File: src/rtl/mkrs_pkg.sv
// Shared constants, types and the sort rank function of the record sorter.
package mkrs_pkg;

    localparam int CAPACITY = 64;
    localparam int AW = $clog2(CAPACITY);
    localparam int CW = $clog2(CAPACITY + 1);
    localparam int PW = 32;
    localparam int SW = 31;
    localparam int KW = PW + SW;
    localparam int RW = PW + 1 + SW + AW;
    localparam int IW = 7;

    typedef logic [KW-1:0] key_t;
    typedef logic [RW-1:0] rank_t;

    // Smaller rank goes first: primary descending, odd secondary first,
    // secondary ascending, slot (arrival order) ascending.
    function automatic rank_t rank_of(input key_t key, input logic [AW-1:0] slot);
        logic [PW-1:0] pk;
        logic [SW-1:0] sk;
        pk = key[KW-1:SW];
        sk = key[SW-1:0];
        return {~{~pk[PW-1], pk[PW-2:0]}, ~sk[0], sk, slot};
    endfunction

endpackage

File: src/rtl/mkrs_ram.sv
// Record key memory: one write port, one registered read port.
module mkrs_ram
    import mkrs_pkg::*;
(
    input  logic          clk,
    input  logic          we,
    input  logic [AW-1:0] waddr,
    input  key_t          wdata,
    input  logic [AW-1:0] raddr,
    output key_t          rdata
);

    key_t mem [CAPACITY];

    // Write record keys
    always_ff @(posedge clk)
    begin
        if (we)
        begin
            mem[waddr] <= wdata;
        end
    end

    // Registered read
    always_ff @(posedge clk)
    begin
        rdata <= mem[raddr];
    end

endmodule

File: src/rtl/multi_key_record_sorter.sv
// Loading: one record beat per cycle, no stall while loading.
// Sorting: each result needs one scan of the n stored records through the
// single memory read port.
// Inputs stall from the final record until the last result beat is taken.
// Reset (rst_n low, asynchronous) empties the set and clears the drop flag.
module multi_key_record_sorter
    import mkrs_pkg::*;
(
    input  logic                 clk,
    input  logic                 rst_n,
    input  logic                 rec_valid,
    output logic                 rec_stall,
    input  logic signed [PW-1:0] primary_key,
    input  logic [SW-1:0]        secondary_key,
    input  logic                 final_record,
    output logic                 res_valid,
    input  logic                 res_stall,
    output logic [IW-1:0]        record_index,
    output logic                 end_of_run,
    output logic                 overflow
);

    typedef enum logic [2:0] {
        ST_LOAD = 3'b001,
        ST_SCAN = 3'b010,
        ST_OUT  = 3'b100
    } state_t;

    state_t        state_reg, state_next;
    logic [CW-1:0] count_reg, count_next;
    logic          dropped_reg, dropped_next;
    logic [CW-1:0] raddr_reg, raddr_next;
    logic          rvld_reg, rvld_next;
    logic [AW-1:0] rslot_reg, rslot_next;
    rank_t         best_reg, best_next;
    logic          found_reg, found_next;
    rank_t         last_reg, last_next;
    logic          have_last_reg, have_last_next;
    logic [CW-1:0] emitted_reg, emitted_next;

    logic          rec_acc;
    logic          res_acc;
    logic          store;
    key_t          rdata;
    rank_t         cand;
    logic          issue;
    logic          is_end;

    assign rec_acc = rec_valid && !rec_stall;
    assign res_acc = res_valid && !res_stall;
    assign store   = rec_acc && (count_reg != CW'(CAPACITY));
    assign issue   = (state_reg == ST_SCAN) && (raddr_reg != count_reg);
    assign cand    = rank_of(rdata, rslot_reg);
    assign is_end  = (emitted_reg + CW'(1)) == count_reg;

    mkrs_ram u_ram (
        .clk   (clk),
        .we    (store),
        .waddr (count_reg[AW-1:0]),
        .wdata ({primary_key, secondary_key}),
        .raddr (raddr_reg[AW-1:0]),
        .rdata (rdata)
    );

    // Load, scan for next rank above the last emitted, present result
    always_comb
    begin
        state_next     = state_reg;
        count_next     = count_reg;
        dropped_next   = dropped_reg;
        raddr_next     = raddr_reg;
        rvld_next      = 1'b0;
        rslot_next     = raddr_reg[AW-1:0];
        best_next      = best_reg;
        found_next     = found_reg;
        last_next      = last_reg;
        have_last_next = have_last_reg;
        emitted_next   = emitted_reg;
        case (state_reg)
            ST_LOAD:
            begin
                if (rec_acc)
                begin
                    if (store)
                    begin
                        count_next = count_reg + CW'(1);
                    end
                    else
                    begin
                        dropped_next = 1'b1;
                    end
                    if (final_record)
                    begin
                        state_next     = ST_SCAN;
                        raddr_next     = '0;
                        found_next     = 1'b0;
                        have_last_next = 1'b0;
                        emitted_next   = '0;
                    end
                end
            end
            ST_SCAN:
            begin
                if (issue)
                begin
                    raddr_next = raddr_reg + CW'(1);
                    rvld_next  = 1'b1;
                end
                if (rvld_reg && (!have_last_reg || cand > last_reg)
                    && (!found_reg || cand < best_reg))
                begin
                    best_next  = cand;
                    found_next = 1'b1;
                end
                if (!issue && !rvld_reg)
                begin
                    state_next = ST_OUT;
                end
            end
            ST_OUT:
            begin
                if (res_acc)
                begin
                    last_next      = best_reg;
                    have_last_next = 1'b1;
                    emitted_next   = emitted_reg + CW'(1);
                    found_next     = 1'b0;
                    raddr_next     = '0;
                    if (is_end)
                    begin
                        state_next   = ST_LOAD;
                        count_next   = '0;
                        dropped_next = 1'b0;
                    end
                    else
                    begin
                        state_next = ST_SCAN;
                    end
                end
            end
            default:
            begin
                state_next = ST_LOAD;
            end
        endcase
    end

    // Control registers
    always_ff @(posedge clk or negedge rst_n)
    begin
        if (!rst_n)
        begin
            state_reg     <= ST_LOAD;
            count_reg     <= '0;
            dropped_reg   <= 1'b0;
            raddr_reg     <= '0;
            rvld_reg      <= 1'b0;
            found_reg     <= 1'b0;
            have_last_reg <= 1'b0;
            emitted_reg   <= '0;
        end
        else
        begin
            state_reg     <= state_next;
            count_reg     <= count_next;
            dropped_reg   <= dropped_next;
            raddr_reg     <= raddr_next;
            rvld_reg      <= rvld_next;
            found_reg     <= found_next;
            have_last_reg <= have_last_next;
            emitted_reg   <= emitted_next;
        end
    end

    // Payload registers
    always_ff @(posedge clk)
    begin
        rslot_reg <= rslot_next;
        best_reg  <= best_next;
        last_reg  <= last_next;
    end

    // Drive ports
    assign rec_stall    = (state_reg != ST_LOAD);
    assign res_valid    = (state_reg == ST_OUT);
    assign record_index = IW'({1'b0, best_reg[AW-1:0]}) + IW'(1);
    assign end_of_run   = is_end;
    assign overflow     = dropped_reg;

endmodule

File: config.mk
export PLATFORM = sky130hd
export DESIGN_NAME = multi_key_record_sorter
export DESIGN_NICKNAME = d
export VERILOG_FILES = /design/src/rtl/mkrs_pkg.sv /design/src/rtl/mkrs_ram.sv /design/src/rtl/multi_key_record_sorter.sv
export SDC_FILE = /design/constraint.sdc
export NUM_CORES = 2
export LEC_CHECK = 0
export BUFFER_PORTS_ARGS = -buffer_cell sky130_fd_sc_hd__buf_2
export CAP_MARGIN = 20
export CORE_ASPECT_RATIO = 2
export CORE_MARGIN = 1.5
export CORE_UTILIZATION = 63
export CTS_CLUSTER_SIZE = 28
export DETAILED_ROUTE_END_ITERATION = 6
export MAX_ROUTING_LAYER = met4
export PLACE_DENSITY = 0.88
export SLEW_MARGIN = 20
export SYNTH_ARGS = -nofsm -noshare
export SYNTH_HDL_FRONTEND = slang
export SYNTH_SLANG_ARGS = --single-unit
File: constraint.sdc
create_clock -name clk -period 6.49 [get_ports clk]
set_input_delay 0.3245 -clock clk [delete_from_list [all_inputs] [get_ports clk]]
set_output_delay 0.3245 -clock clk [all_outputs]
set_load 0.01 [all_outputs]
==> impl_metrics.toml <==
[run_status]
status = "complete, but fails checks"
violations = "design-rule violations, negative hold slack"

[run]
drv_cap = 0

[power]
seq_power_share_pct = 46.7
p_comb_share_pct = 20.6
ir_drop_v = 0.0002917
sw_frac_of_total_pct = 29.18
power_leakage_uw = 0.05614
internal-power_uw = 48810
clkPwrFrac_pct = 32.8
power_density_nw_per_um2 = 378.9
p_sw_uw = 20110

[clock_network]
cts_sinks = 4269
clock_path_buffers = 4
cts_resized = 0
htree_levels = 5
root_buffer = "clkbuf_16"
clkLatencyLatePin_ps = 960
postCtsHoldBufs = 2
cts_buffers = 345
postCtsSetupRepairBufs = 0
cts_tree = "built"
cts.clk_slew.worst_paths_ps = 70

[sta]
fmax_ghz = 0.1780
hold_violations = 93
slew_violations = 0
setup_viol = 0
tightest_slew_ps = 1309
min_period_ps = 5616
fin_tns_setup_ps = 0
rsz0062_at_grt = "no"
finalCritPeriodShare_pct = 86.54
skew_ps = 69.22
hold_ws_ps = -30.75
slew_headroom_pct = 12.45

[floorplanning]
die-area_um2 = 262400
start_util_pct = 63.30
ios = 79
die_h_um = 723
row_count = 264
core_um2 = 258000
die-width_um = 363

[setup_path]
r2r_slack_ps = 870
path_cells = "or3_1, nor3_1, nor3_1, nand3_1, nor2_4, buf_4"
cp_top_family = "simple AND/OR/NAND/NOR gates"
crit_path_max_fanout = 57
critPathMostFrequentCell = "nor3_1"
critPathRequiredTime_ps = 7020
worstSetupPathType = "flop to flop"
end_kind = "flop"
worst_setup_path_start_kind = "flop"
timing.critical_path.buf_inv = 1
max_stage_delay_ps = 970
cp_slowest_cell = "nand3_1"
cp.arrival_ps = 6140

[layout]
largest_reg_flops = 4032
finalNetCount = 7220
drive_gt1_share_pct = 30.25
final_common_cell = "edfxtp_1"
multi_input_area_um2 = 34490
ff_latch_area_um2 = 127400
layout_common_cells = "edfxtp_1, mux4_2, clkbuf_16"
area_growth_syn_to_layout_pct = 11.38
fillers = 13320

[routing]
wl_per_cell_um = 52.04
wl_met2_um = 268800
viasPerCell = 8.020
drt-total-wl_um = 570400
vias = 87890
dr.pass1.iters = 7
wl_met3_um = 79360
wl_met1_um = 151500
postRouteAntennaNets = 0
top_layer_used = "met4"
drc = 300
first_iter_violations = 18670

[synth]
netlist.area_leader.share_pct = 76.72
seq_area_frac_synth_pct = 78.00
syn_area_um2 = 163300
synth_area_leaders = "edfxtp_1, mux4_2, ha_1, dfxtp_1, inv_1"
yosysTopAreaCell = "edfxtp_1"
ys.flop_type = "edfxtp_1"
async_flop_share_pct = 0.6559
synth_fp_nets = 6870
ys_ff_latch = 4269
avgSynthCellArea_um2 = 24.53
synth.distinct_cells = 54
synth-edff-count = 4172
synth_cells = 6658
ys_warn_count = 0

[global_routing]
antenna_found_initial = 99
grt_pass1_vias = 85150
grt_first_pass_wirelength_um = 742900
grt_max_degree = 107
grt_usage_pct = 44.04
overflow = 0

[placement]
gp_congestion = 0.9136
dp_hpwl_um = 283900
portBuffers = 78

[min_path]
min_path_type = "primary input to flop"
-- cells by family (layout without fill, tap and decap cells) --
kind of cell / Yosys count / in the layout / synth area share, %
DFF: 4269 / 4269 / 78.00
muxes: 1324 / 1324 / 18.25
buffers and inverters: 491 / 1123 / 1.189
and+or+nand+nor: 257 / 257 / 0.7348
adders and majority gates: 144 / 144 / 1.103
AOI/OAI and AO/OA: 144 / 144 / 0.5333
xor gates and xnor gates: 29 / 29 / 0.1900
other: 0 / 211 / 0
-- power groups by stage --
stage | combinational, uW | sequential, uW | clock [uW]
2_1_floorplan | 8470 | 31700 | 0
3_3_place_gp | 12300 | 32400 | 0
3_5_place_dp | 12800 | 32500 | 0
4_1_cts | 13300 | 32000 | 22300
5_1_grt | 14300 | 32100 | 23300
6_report | 14200 | 32200 | 22600
-- Yosys cell counts (all sizes together), types with 2 or more instances --
master / count
a211oi: 8
a21boi: 2
a21o: 10
a21oi: 60
a221o: 2
a221oi: 3
a22o: 2
a22oi: 3
and3: 5
buf: 144
clkbuf: 164
dfrtp: 27
dfxtp: 69
edfxtp: 4172
ha: 144
inv: 183
mux4: 1323
nand2: 52
nand2b: 3
nand3: 31
nand3b: 4
nand4: 29
nor2: 96
nor2b: 7
nor3: 14
nor4: 4
o21a: 5
o21ai: 34
o2bb2ai: 2
o31ai: 4
or3: 6
or4: 3
xnor2: 20
xnor3: 3
xor2: 5
-- worst register-to-register path: cells and delay by family, from the launching register on --
family        cells  cell delay [ps]
flops             1              780
simple gates      5             3470
buf+inv           1              910
-- worst paths after layout --
| kind | cells after the start | to | startpoint |
|---|---|---|---|
| max in group asynchronous | 2 | raddr_reg[1] | rst_n |
| worst min-delay path | 1 | u_ram.mem[24][10] | secondary_key[10] |
| worst max register to register | 6 | u_ram.mem[46][34] | count_reg[3] |
| worst max-delay path | 6 | u_ram.mem[46][34] | count_reg[3] |
| min in group asynchronous | 2 | emitted_reg[4] | rst_n |
| worst min register to register | 0 | last_reg[60] | best_reg[60] |
-- cell type report --
cell class | count | area share [%]
Sequential cell | 4269 | 70.04
Multi-Input combinational cell | 1898 | 18.96
Clock buffer | 438 | 5.116
Tap cell | 3458 | 2.379
Timing Repair Buffer | 311 | 1.677
Clock inverter | 191 | 1.158
Inverter | 183 | 0.3832
Antenna cell | 211 | 0.2903
-- routing by layer --
| metal | vias to the layer above | GRT usage (%) |
|---|---|---|
| li1 | 29470 | - |
| met1 | 43990 | 47.04 |
| met2 | 11200 | 66.24 |
| met3 | 3234 | 13.20 |
| met4 | 0 | 39.66 |
| met5 | - | - |
-- stage by stage --
stage	std cells	worst slack (ps)	power, uW	cell area [um2]	util, %
2_1_floorplan	6658	1466	40210	163300	-
4_1_cts	10730	1252	67640	181000	70.15
3_3_place_gp	10100	1907	44720	169500	65.71
5_1_grt	10950	931.6	69690	181900	70.49
6_report	10960	873.5	68920	181900	70.50
3_5_place_dp	10100	1575	45320	169600	65.72
(Power assumes the default switching activity.)
